<file path="src/sv/world_to_radar_projection_core_macros.svh">
// assertion macros for the radar projection core
`ifndef WORLD_TO_RADAR_PROJECTION_CORE_MACROS_SVH
`define WORLD_TO_RADAR_PROJECTION_CORE_MACROS_SVH

// same-cycle implication
`define W2R_ASSERT_IMPL(lbl, ante, cons, msg) \
  lbl: assert property (@(posedge clk_i) disable iff (!rst_ni) (ante) |-> (cons)) else $error(msg);

// next-cycle implication
`define W2R_ASSERT_NEXT(lbl, ante, cons, msg) \
  lbl: assert property (@(posedge clk_i) disable iff (!rst_ni) (ante) |=> (cons)) else $error(msg);

`endif

</file>
<file path="src/sv/w2r_div.sv">
// pipelined restoring divider, one quotient bit per stage, with a tag that travels along
module w2r_div #(
  parameter int unsigned NW = 8,
  parameter int unsigned DW = 8,
  parameter int unsigned TW = 1
) (
  input  logic          clk_i,
  input  logic          rst_ni,
  input  logic          valid_i,
  input  logic [NW-1:0] num_i,
  input  logic [DW-1:0] den_i,
  input  logic [TW-1:0] tag_i,
  output logic          valid_o,
  output logic [NW-1:0] quo_o,
  output logic [TW-1:0] tag_o
);

  logic          vld_q  [NW];
  logic [DW-1:0] rem_q  [NW];
  logic [DW-1:0] den_q  [NW];
  logic [NW-1:0] nq_q   [NW];
  logic [TW-1:0] tag_q  [NW];

  logic          vld_in [NW];
  logic [DW-1:0] den_in [NW];
  logic [TW-1:0] tag_in [NW];
  logic [DW-1:0] rem_d  [NW];
  logic [NW-1:0] nq_d   [NW];

  for (genvar k = 0; k < NW; k++) begin : g_stage
    logic [DW-1:0] rem_c;
    logic [NW-1:0] nq_c;
    logic [DW:0]   trial;
    logic [DW:0]   diff;
    logic          ge;

    if (k == 0) begin : g_first
      assign rem_c     = '0;
      assign nq_c      = num_i;
      assign den_in[k] = den_i;
      assign tag_in[k] = tag_i;
      assign vld_in[k] = valid_i;
    end else begin : g_next
      assign rem_c     = rem_q[k-1];
      assign nq_c      = nq_q[k-1];
      assign den_in[k] = den_q[k-1];
      assign tag_in[k] = tag_q[k-1];
      assign vld_in[k] = vld_q[k-1];
    end

    assign trial    = {rem_c, nq_c[NW-1]};
    assign diff     = trial - {1'b0, den_in[k]};
    assign ge       = (trial >= {1'b0, den_in[k]});
    assign rem_d[k] = ge ? diff[DW-1:0] : trial[DW-1:0];
    assign nq_d[k]  = {nq_c[NW-2:0], ge};
  end

  always_ff @(posedge clk_i or negedge rst_ni) begin
    if (!rst_ni) begin
      for (int k = 0; k < NW; k++) vld_q[k] <= 1'b0;
    end else begin
      for (int k = 0; k < NW; k++) vld_q[k] <= vld_in[k];
    end
  end

  always_ff @(posedge clk_i) begin
    for (int k = 0; k < NW; k++) begin
      rem_q[k] <= rem_d[k];
      nq_q[k]  <= nq_d[k];
      den_q[k] <= den_in[k];
      tag_q[k] <= tag_in[k];
    end
  end

  assign valid_o = vld_q[NW-1];
  assign quo_o   = nq_q[NW-1];
  assign tag_o   = tag_q[NW-1];

endmodule

</file>
<file path="config.mk">
export PLATFORM = sky130hd
export DESIGN_NAME = w2r_div
export DESIGN_NICKNAME = d
export VERILOG_FILES = /design/src/sv/world_to_radar_projection_core_macros.svh /design/src/sv/w2r_div.sv
export SDC_FILE = /design/constraint.sdc
export NUM_CORES = 1
export LEC_CHECK = 0
export BUFFER_PORTS_ARGS = -buffer_cell sky130_fd_sc_hd__buf_2
export CORE_ASPECT_RATIO = 0.5
export CORE_MARGIN = 3
export CORE_UTILIZATION = 49
export DETAILED_ROUTE_END_ITERATION = 8
export PLACE_DENSITY = 0.73
export SLEW_MARGIN = 5
export SYNTH_ARGS = -nofsm -noshare
export SYNTH_HDL_FRONTEND = slang
export SYNTH_SLANG_ARGS = --single-unit
</file>
<file path="constraint.sdc">
create_clock -name clk_i -period 2 [get_ports clk_i]
set_clock_uncertainty 0.05 [all_clocks]
set_input_delay 0.3 -clock clk_i [delete_from_list [all_inputs] [get_ports clk_i]]
set_output_delay 0.3 -clock clk_i [all_outputs]
set_load 0.005 [all_outputs]
</file>
==> Yosys cells after proc, flatten, opt, wreduce, memory -nomap -nowiden <==
Memory sizes are Yosys's and may differ from the RTL's.
Cells that the tools add are included.
{ "word_totals": {"ff_bits": 8, "latchBits": 0, "ram_bits": 200, "mem_bits_ro": 0, "out_inout_bits": 10, "wordCells": 36, "n_memories": 4} }
{ "mem_list": {"columns": ["memory", "depth", "width", "rd", "rd_ports_with_merged_regs", "write_ports", "line_no", "source"], "rows": [
  ["den_q", 8, 8, 7, 0, 8, "w2r_div.sv:20", "logic [DW-1:0] den_q [NW];"],
  ["nq_q", 8, 8, 8, 0, 8, "w2r_div.sv:21", "logic [NW-1:0] nq_q [NW];"],
  ["rem_q", 8, 8, 7, 0, 8, "w2r_div.sv:19", "logic [DW-1:0] rem_q [NW];"],
  ["tag_q", 8, 1, 8, 0, 8, "w2r_div.sv:22", "logic [TW-1:0] tag_q [NW];"]
]} }
{ "classes": {"addsub": 8, "multipliers": 0, "div": 0, "magnitude_cmp": 8, "n_eq_ne": 0, "n_shift": 0, "mux": 8, "n_bitwise": 0, "reduce_logical": 0} }
{ "op_table": {"columns": ["cell", "count"], "rows": [
  ["2-to-1 mux 8 bit", 8],
  ["greater-or-equal comparator 9 x 8 -> 1 bit", 7],
  ["subtractor 8 bit", 7],
  ["greater-or-equal comparator 1 x 8 -> 1 bit", 1],
  ["subtractor 1 x 8 -> 8 bit", 1]
]} }

==> Longest topological paths before layout <==
An unclocked memory read counts as a cell.
{ "logic_depth": {"ltp_word": 3, "ltp_mapped": 9} }

==> Worst setup path before layout <==
Ideal clock, no wire load.
{ "synth_timing": {"kind": "flip-flop to flip-flop", "from": "memory den_q[1][3]", "to": "memory rem_q[2][2]", "setup_time_ps": 121, "t_arrival_ps": 2092, "required_ps": 1829, "path_slack_ps": -263, "path_stages_with_launch": 8, "path_buffers": 0, "period_less_slack_ps": 2263, "path_cell_list": "dfxtp_1 > inv_1 > ha_1 > a21o_1 > a21oi_2 > a31oi_1 > a2111oi_4 > mux2_2"} }
{ "synth_lines": {"columns": ["element", "line_no"], "rows": [
  ["from (decl)", "w2r_div.sv:20"],
  ["to (decl)", "w2r_div.sv:19"]
]} }

==> run_results.csv <==
group,metric,value,unit
worst_setup_path,worstRegToRegCells,8,
grt,grt_first_pass_wirelength,19900,µm
floorplan,num_io_pins,30,
floorplan,start_util,0.506,
logic_synthesis,yosys_register_bits,192,
sta,slew_headroom,0.755,
layout,finish.utilization,0.645,
placed_design,place_congestion,0.860,
floorplan,core_area,0.0137,mm²
routing,wl_met2,6560,µm
floorplan,rows,30,
logic_synthesis,yosys_most_used_dff,"dfxtp_1",
worst_setup_path,crit_path_start_kind,"flop",
grt,first_global_vias,4630,
layout,drive_above_1_share,0.258,
logic_synthesis,ys_warn_count,0,
run,cap_violations,0,
routing,met3_length,324,µm
worst_setup_path,r2r_setup_slack,30,ps
layout,final_cell_count_no_fill,933,
worst_setup_path,cp_max_fo,3,
routing,post_drt_wl_per_cell,13.2,µm
layout,num_antenna_cells,0,
min_path,min_from,"num_i[7]",
clocking,clock_sinks,192,
routing,drt_first_iter_violations,207,
min_path,whs_path_depth,3,
clocking,htree_levels,4,
routing,ant_nets,0,
routing,vias_per_cell,4.90,
sta,worst_slew_pin_slew,358,ps
logic_synthesis,avgSynthCellArea,11.1,µm²
logic_synthesis,synth_edf_count,0,
clocking,clkLatencyLatePin,420,ps
routing,dr.pass1.iters,5,
power,vdd_drop_max,0.554,mV
placed_design,io_buffers,29,
placed_design,hpwl,8420,µm
layout,nNetsFinal,812,
worst_setup_path,crit_type,"flop to flop",
placed_design,dp.cells,874,
logic_synthesis,ys_seq_area_frac,0.560,
worst_setup_path,r2r_start,"nq_q[0][31]",
floorplan,dieArea,0.0157,mm²
status,outcome,"finished, final reports clean",
sta,min_period,1970,ps
layout,syn_to_final_growth,27.5,%
clocking,path_clk_slew,70,ps
grt,grtUsageTotal,0.154,
routing,drc,0,
sta,fin_setup_tns,0,ps
logic_synthesis,ys_types,49,
worst_setup_path,crit-reg2reg-capture,"rem_q[4][6]",
logic_synthesis,syn_nets,709,
logic_synthesis,synth_area,0.00693,mm²
sta,drv_slew,0,
routing,wirelength,12400,µm
clocking,cts_buffers,17,
logic_synthesis,syn_inst,625,
grt,grt_max_degree,19,
grt,gr-total-overflow,0,
logic_synthesis,ys_async_sr_fraction,0.0417,
routing,top_layer,"met4",
sta,fmax,507,MHz
floorplan,chipWidth,174,µm
power,powerDensity,1260,mW/mm²
worst_setup_path,cp-end-kind,"flop",
clocking,root_buffer,"clkbuf_16",
worst_setup_path,crit_arrival,2230,ps
power,leakagePower,4.09,nW
min_path,holdPathEnd,"rem_q[0][0]",
sta,hold_viol,0,
layout,final_cell_mix,"174 x dfxtp_1, 76 x inv_1, 39 x ha_1, 33 x buf_4, 31 x o21ai_0",
floorplan,die_h,90.1,µm
clocking,cts_tree,"done",
routing,wl_met1,5330,µm
worst_setup_path,cp.required,2260,ps
routing,via_count,4573,
sta,rsz0062_at_grt,"yes",
grt,antenna_found_initial,0,
layout,final_common_cell,"dfxtp_1",
clocking,clock_path_buffers,2,
sta,period_share,0.987,
logic_synthesis,synth_area_leaders,"dfxtp_1 53%, ha_1 10%, inv_1 4.4%",
sta,setup_viol,0,
min_path,hold_path_class,"primary input to flop",
logic_synthesis,synth_top_area_share,0.531,
logic_synthesis,yosysTopAreaCell,"dfxtp_1",
==> routing by layer <==
layer,GRT usage,vias up
met2,0.286,68
met4,0.0561,0
met5,0,-
li1,-,2336
met3,0.0405,12
met1,0.170,2157
==> final cells by class <==
type / count / area, µm²
fillers: 992 / 4860
flip-flops and latches: 192 / 3900
multi-input cells: 349 / 3130
repair buffers: 87 / 652
clock buffers: 20 / 468
inverters: 81 / 304
well taps: 192 / 240
clock inverters: 12 / 145
==> worst max-delay path by stage <==
stage	startpoint	endpoint	slack [ps]	depth (start not counted)
floorplan	den_q[1][1]	rem_q[2][2]	-90	7
global placement	den_q[1][4]	rem_q[2][4]	20	8
CTS	den_q[5][6]	rem_q[6][5]	2	8
global route	den_q[3][3]	rem_q[4][5]	-80	8
detailed placement	nq_q[0][15]	rem_q[2][6]	-20	8
finish	nq_q[0][31]	rem_q[4][6]	30	8
==> metrics by stage <==
step	total power (W)	cell area, µm²	setup WS [ps]	hold slack [ps]
floorplan	0.00667	7070	-91.6	-45.6
global placement	0.00731	7680	19.1	89.4
detailed placement	0.00742	7680	-19.5	95.2
CTS	0.0109	8540	1.80	49.0
global route	0.0118	8840	-84.3	55.9
finish	0.0111	8840	26.8	49.3
==> registers in the layout, indices dropped and copies added (netlist names) <==
register  count
den_q        56
valid_o       1
tag_q         8
vld_in        7
nq_q         64
rem_q        56
==> cell usage after synthesis (all sizes together), types with 3 or more instances <==
master   instances
a2111oi          3
a211oi           9
a21o            11
a21oi           36
a221oi           3
a31o             3
and2             5
and3             3
dfrtp            8
dfxtp          184
fa               6
ha              58
inv             81
mux2            19
mux2i           10
nand2           29
nand2b           7
nand3           11
nor2            19
nor2b            7
nor3             8
o21a             8
o21ai           40
o31a             3
o31ai            4
or4              3
xnor2           10
xor2            10
==> kinds of logic after synthesis <==
family                     synth area share
xor gates and xnor gates             0.0253
AOI/OAI and AO/OA                     0.123
DFF                                   0.560
and+or+nand+nor                      0.0780
buffers and inverters                0.0458
adders and majority gates             0.122
muxes                                0.0453
==> what timing repair did <==
action,in CTS,in global routing
hold buffers,18,0
resized for setup,8,57
pin swaps,6,8
hold endpoints to repair,25,0
cloned,0,2
endpoints found under the setup margin,20,44
setup buffers,4,3
==> critical path, cell delays in order (launching register included) <==
cell,delay (ps)
dfxtp_1,310
inv_1,50
ha_1,210
fa_1,420
nor2b_1,190
o31a_1,190
or4_1,120
nand3_1,70
mux2_2,270
==> report_power, final <==
group          total [W]  internal [W]  switching, W
registers        0.00465       0.00439      0.000261
logic            0.00309       0.00165       0.00144
clock network    0.00338       0.00188       0.00150
(Power assumes the default switching activity.)
