<file path="src/sv/world_to_radar_projection_core_macros.svh">
// assertion macros for the radar projection core
`ifndef WORLD_TO_RADAR_PROJECTION_CORE_MACROS_SVH
`define WORLD_TO_RADAR_PROJECTION_CORE_MACROS_SVH

// same-cycle implication
`define W2R_ASSERT_IMPL(lbl, ante, cons, msg) \
  lbl: assert property (@(posedge clk_i) disable iff (!rst_ni) (ante) |-> (cons)) else $error(msg);

// next-cycle implication
`define W2R_ASSERT_NEXT(lbl, ante, cons, msg) \
  lbl: assert property (@(posedge clk_i) disable iff (!rst_ni) (ante) |=> (cons)) else $error(msg);

`endif

</file>
<file path="src/sv/w2r_sqrt.sv">
// pipelined integer square root, one root bit per stage, with a tag that travels along
module w2r_sqrt #(
  parameter int unsigned IW = 64,
  parameter int unsigned TW = 1
) (
  input  logic            clk_i,
  input  logic            rst_ni,
  input  logic            valid_i,
  input  logic [IW-1:0]   rad_i,
  input  logic [TW-1:0]   tag_i,
  output logic            valid_o,
  output logic [IW/2-1:0] root_o,
  output logic [TW-1:0]   tag_o
);

  localparam int unsigned RW = IW / 2;

  logic          vld_q   [RW];
  logic [IW-1:0] rad_q   [RW];
  logic [RW+1:0] rem_q   [RW];
  logic [RW-1:0] root_q  [RW];
  logic [TW-1:0] tag_q   [RW];

  logic          vld_in  [RW];
  logic [TW-1:0] tag_in  [RW];
  logic [IW-1:0] rad_d   [RW];
  logic [RW+1:0] rem_d   [RW];
  logic [RW-1:0] root_d  [RW];

  for (genvar k = 0; k < RW; k++) begin : g_stage
    logic [IW-1:0] rad_c;
    logic [RW+1:0] rem_c;
    logic [RW-1:0] root_c;
    logic [RW+1:0] cur;
    logic [RW+1:0] trial;
    logic          ge;

    if (k == 0) begin : g_first
      assign rad_c     = rad_i;
      assign rem_c     = '0;
      assign root_c    = '0;
      assign tag_in[k] = tag_i;
      assign vld_in[k] = valid_i;
    end else begin : g_next
      assign rad_c     = rad_q[k-1];
      assign rem_c     = rem_q[k-1];
      assign root_c    = root_q[k-1];
      assign tag_in[k] = tag_q[k-1];
      assign vld_in[k] = vld_q[k-1];
    end

    assign cur       = {rem_c[RW-1:0], rad_c[IW-1:IW-2]};
    assign trial     = {root_c, 2'b01};
    assign ge        = (cur >= trial);
    assign rem_d[k]  = ge ? (cur - trial) : cur;
    assign root_d[k] = {root_c[RW-2:0], ge};
    assign rad_d[k]  = {rad_c[IW-3:0], 2'b00};
  end

  always_ff @(posedge clk_i or negedge rst_ni) begin
    if (!rst_ni) begin
      for (int k = 0; k < RW; k++) vld_q[k] <= 1'b0;
    end else begin
      for (int k = 0; k < RW; k++) vld_q[k] <= vld_in[k];
    end
  end

  always_ff @(posedge clk_i) begin
    for (int k = 0; k < RW; k++) begin
      rad_q[k]  <= rad_d[k];
      rem_q[k]  <= rem_d[k];
      root_q[k] <= root_d[k];
      tag_q[k]  <= tag_in[k];
    end
  end

  assign valid_o = vld_q[RW-1];
  assign root_o  = root_q[RW-1];
  assign tag_o   = tag_q[RW-1];

endmodule

</file>
<file path="config.mk">
export PLATFORM = sky130hd
export DESIGN_NAME = w2r_sqrt
export DESIGN_NICKNAME = d
export VERILOG_FILES = /design/src/sv/world_to_radar_projection_core_macros.svh /design/src/sv/w2r_sqrt.sv
export SDC_FILE = /design/constraint.sdc
export NUM_CORES = 2
export LEC_CHECK = 0
export BUFFER_PORTS_ARGS = -buffer_cell sky130_fd_sc_hd__clkbuf_2
export CAP_MARGIN = 20
export CELL_PAD_IN_SITES_DETAIL_PLACEMENT = 0
export CELL_PAD_IN_SITES_GLOBAL_PLACEMENT = 2
export CORE_ASPECT_RATIO = 1.75
export CORE_MARGIN = 8
export CORE_UTILIZATION = 47
export CTS_BUF_LIST = sky130_fd_sc_hd__clkbuf_8
export DETAILED_ROUTE_END_ITERATION = 16
export PLACE_DENSITY = 0.91
export RECOVER_POWER = 50
export REMOVE_ABC_BUFFERS = 1
export SLEW_MARGIN = 40
export SYNTH_ARGS = -nofsm -noshare
export SYNTH_HDL_FRONTEND = slang
export SYNTH_MEMORY_MAX_BITS = 65536
export SYNTH_SLANG_ARGS = --single-unit
</file>
<file path="constraint.sdc">
create_clock -name clk_i -period 6.7 [get_ports clk_i]
set_input_delay 1.34 -clock clk_i [delete_from_list [all_inputs] [get_ports clk_i]]
set_output_delay 1.34 -clock clk_i [all_outputs]
set_load 0.03 [all_outputs]
</file>
## Word level (Yosys, flattened, before mapping)

Memories as Yosys holds them, arrays and structs flattened.
Cells that the tools add are included.

| storage, ports and cells | value |
|---|---|
| register bits after elaboration | 32 |
| word-level logic and storage cells | 132 |
| bits of input ports | 68 |
| bits in writable memories | 4,128 |
| output and inout bits | 34 |
| memories | 4 |

Memory list:

| memory | depth | width | rd ports | clocked after memory_dff | write ports | RTL line | text |
|---|---|---|---|---|---|---|---|
| rad_q | 32 | 62 | 31 | 0 | 32 | w2r_sqrt.sv:19 | `logic [IW-1:0] rad_q [RW];` |
| rem_q | 32 | 34 | 31 | 0 | 32 | w2r_sqrt.sv:20 | `logic [RW+1:0] rem_q [RW];` |
| root_q | 32 | 32 | 32 | 0 | 32 | w2r_sqrt.sv:21 | `logic [RW-1:0] root_q [RW];` |
| tag_q | 32 | 1 | 32 | 0 | 32 | w2r_sqrt.sv:22 | `logic [TW-1:0] tag_q [RW];` |

| operators by class | value |
|---|---|
| order comparisons | 32 |
| add/sub/neg operators | 32 |
| muxes and demuxes | 32 |

Operator list:

| cell | number |
|---|---|
| 34-bit 2-to-1 mux | 32 |
| 34-bit greater-or-equal comparator | 31 |
| 34-bit subtractor | 31 |
| 2-bit by 1-bit subtractor with 3-bit output, second input constant | 1 |
| 2-bit by 1-bit greater-or-equal comparator with 1-bit output, second input constant | 1 |

## Longest topological paths before layout

An unclocked memory read counts as a cell.

| depth | value |
|---|---|
| word-level depth | 3 |
| mapped depth | 15 |
| gate-level depth less buffers | 12 |

## Worst setup path after synthesis

No wires, ideal clock.

| timing | value |
|---|---|
| path kind | register to register |
| from | memory root_q[1][320] (netlist name) |
| to | memory rem_q[1][399] (netlist name) |
| library setup time | 121 ps |
| arrival | 3,052 ps |
| cell stages (with the launch flop) | 12 |
| path slack | 3,527 ps |
| data required time | 6,579 ps |
| cells stage by stage | dfxtp_1 inv_1 ha_1 nor2b_1 o21a_1 a311o_1 o31a_1 o41a_1 a31oi_1 o2bb2ai_1 buf_2 mux2_2 |

RTL lines:

| what | RTL line |
|---|---|
| start, declared | w2r_sqrt.sv:21 |
| end, declared | w2r_sqrt.sv:20 |

==> flow_summary.yaml <==
global_route:
  grt_max_degree: 52
  grt_pass1_wl_um: 337000
  track_usage_pct: 20.1
  grt_overflow: 0
  grt_pass1_vias: 65000
  antenna_found_initial: 5
floorplanning:
  core.rowCount: 214
  start_util_pct: 47.2
  fp.dieH_um: 600
  dieArea_mm2: 0.210
  die_x_um: 350
  ioPinCount: 102
  core_mm2: 0.194
route:
  drt-initial-drc-count: 2669
  viasPerCell: 5.12
  drcViolationCount: 0
  wl_um: 216000
  wire_per_inst_um: 17.8
  ant_nets: 0
  dr.pass1.iters: 7
  vias: 62300
clocking:
  htree_num_levels: 5
  tritoncts: "yes"
  cts.sinks: 2529
  ctsHoldBuffers: 0
  root_buffer: "clkbuf_8"
  insertion_delay_ns: 0.94
  cts_buffers: 360
  cts_resized: 0
  cts.reportedPaths.clkPinSlew_ns: 0.07
  cts_setup_buffers: 0
  clockBufferDepth: 4
power_and_ir_drop:
  ir_worst_vdd_mv: 0.272
  p_per_area_mw_per_mm2: 386
  leakage_uw: 0.0489
placed_design:
  place_congestion: 0.892
  place_ws_ns: 2.69
  post-dp-hpwl_um: 169000
  port_buffers: 101
  dp_cells: 11500
hold_path:
  worstHoldStart: "rad_q[0][536]"
  worstHoldPathType: "reg -> reg"
critical_path:
  setup.worst_path.start: "root_q[1][320]"
  max_stage_delay_ns: 0.63
  cp_cell_sequence: "inv_1 -> ha_1 -> nor2b_1 -> o21a_1 -> a311o_1 -> o31a_1 -> o41a_1 -> a31oi_1 -> o2bb2ai_4 -> buf_4 -> mux2_2"
  start_kind: "register"
  r2r-start: "root_q[1][320]"
  endpoint_kind: "register"
  cp.arrival_ns: 4.81
  critPathMaxFanout: 31
  critical_path_required_ns: 7.49
  crit_slowest_cell: "a31oi_1"
  crit_type: "reg -> reg"
timing:
  post-route-min-period_ns: 4.02
  final-setup-viol-count: 0
  hold_viol: 0
  max_clock_freq_mhz: 249
  tns_ns: 0
  worstMarginPinSlew_ns: 0.902
  finalCritPeriodShare_pct: 60.0
  relSlewSlack_pct: 39.1
  setup_slack_ns: 2.68
  whs_ns: 0.297
  slew_violations: 0
  rsz0062_at_grt: "false"
  clock_skew_ns: 0.0650
yosys:
  synth.top_cell.area_share_pct: 54.5
  synth_edf_count: 0
  synth_cell_types: 96
  synth_area_mm2: 0.0916
  synth_seq_cells: 2529
  synthArstFlopShare_pct: 1.27
  seq_area_frac_synth_pct: 55.4
  synth_top_cell_by_area: "dfxtp_1"
  yosys_warnings: 0
  synth_top_flop_cell: "dfxtp_1"
  postSynthAreaPerCell_um2: 10.2
  syn-instance-count: 8970
  synth_area_leaders: "dfxtp_1 55%, ha_1 7.7%, xor2_1 3.9%"
cells_and_area:
  fill_cells: 17600
  finalNetCount: 9908
  drive_above_1_share_pct: 9.17
  fin_util_pct: 53.0
  stdcell_count: 12200
  area_growth_syn_to_layout_pct: 12.3
outcome:
  status: "finished clean"
job:
  drv_cap: 0
[worst paths after layout]
kind / end / slack (ns) / cells after the start
max in group asynchronous: vld_in[26] / 6.00 / 1
min in group asynchronous: vld_in[2] / 0.36 / 1
setup / recovery: rem_q[1][399] / 2.68 / 11
hold / removal: rad_q[0][600] / 0.30 / 0
hold reg to reg: rad_q[0][600] / 0.30 / 0
setup reg to reg: rem_q[1][399] / 2.68 / 11
[registers in the layout, summed over array words and instances (netlist names)]
signal   flops
tag_q       32
vld_in      31
rad_q      992
valid_o      1
root_q     528
rem_q      945
[cell usage in the layout, fill, tap and decap left out, types with 17 or more instances in the layout]
cell type,Yosys,final
or4_1,50,50
a211oi_1,54,53
inv_1,692,765
clkinv_2,0,51
o211ai_1,42,42
a21oi_1,594,594
dfxtp_1,2497,2497
nor4_1,108,106
dfrtp_1,32,32
a21boi_0,19,19
clkbuf_8,0,452
ha_1,561,561
o31ai_1,40,40
o21bai_1,49,49
o21a_1,93,93
clkbuf_2,0,100
and3_1,57,56
bufinv_16,0,28
nand4_1,100,100
nand2b_1,114,114
nand3_1,136,135
a31oi_1,56,56
buf_4,0,25
nand2_1,619,618
mux2_2,79,79
nor2_1,574,574
nand4b_1,18,18
nor3_1,218,213
xor2_1,407,407
or2_2,34,34
nand3b_1,23,23
o21ai_0,455,455
a21o_1,235,235
nor2b_1,76,76
and2_1,29,29
nor3b_1,21,21
or3_1,72,72
clkinvlp_4,0,17
xnor2_1,389,389
[stage by stage]
stage / total power [µW] / cell area [µm²]
final: 39700 / 103000
after global routing: 42000 / 103000
after CTS: 40300 / 103000
after detailed placement: 27100 / 95000
after global placement: 27100 / 94900
after floorplan: 24600 / 90900
[final cells by class]
| type | count | area, µm² | area share [%] |
|---|---|---|---|
| sequential | 2529 | 50800 | 49.3 |
| multi-input combinational | 5568 | 37700 | 36.6 |
| clock buffer | 452 | 6220 | 6.04 |
| tap | 2592 | 3240 | 3.15 |
| inverter | 695 | 2610 | 2.53 |
| clock inverter | 188 | 1700 | 1.65 |
| timing repair buffer | 125 | 688 | 0.669 |
| antenna | 3 | 7.51 | 0.00729 |
[cells in the mapped netlist, drive strengths merged (32+ instances only)]
master	instances
nand4	100
xnor2	389
dfrtp	32
a21o	235
nand3	136
nor3	221
ha	561
inv	694
nor4	109
o21bai	49
nand2	620
a31oi	56
clkbuf	151
or4	52
a211oi	56
o211ai	43
mux2	81
o21ai	462
and3	57
a21oi	595
xor2	407
o21a	93
or3	74
nor2	574
nor2b	76
nand2b	114
o31ai	40
or2	36
dfxtp	2497
[power by group]
group,switching [µW],total (µW),internal [µW]
Clock,5720,12900,7220
Combinational,4050,7180,3140
Sequential,2040,19600,17600
[layer usage]
layer,vias to the layer above,wire length (µm),track usage (%)
li1,31300,-,-
met1,29100,70000,17.0
met2,1225,122000,41.3
met3,695,7030,3.01
met4,4,17200,14.4
met5,-,27,0
[critical path, delay by kind of cell (launching register included)]
kind	cells	cell delay, ns
buffers and inverters	2	0.44
and+or+nand+nor	1	0.15
adders and majority gates	1	0.31
AOI/OAI and AO/OA	6	2.30
DFF	1	0.33
muxes	1	0.38
[kinds of logic (layout without fill, tap and decap cells)]
logic type / Yosys count / count (layout) / synth area share [%]
buf+inv: 873 / 1460 / 3.62
other cells: 1 / 4 / 0.00409
simple gates: 2304 / 2304 / 12.4
mux: 91 / 91 / 1.11
compound gates: 1815 / 1815 / 12.2
flops: 2529 / 2529 / 55.4
xor+xnor: 796 / 796 / 7.61
fa+ha+maj: 561 / 561 / 7.66
No activity file was read; power rests on OpenSTA's default activity.
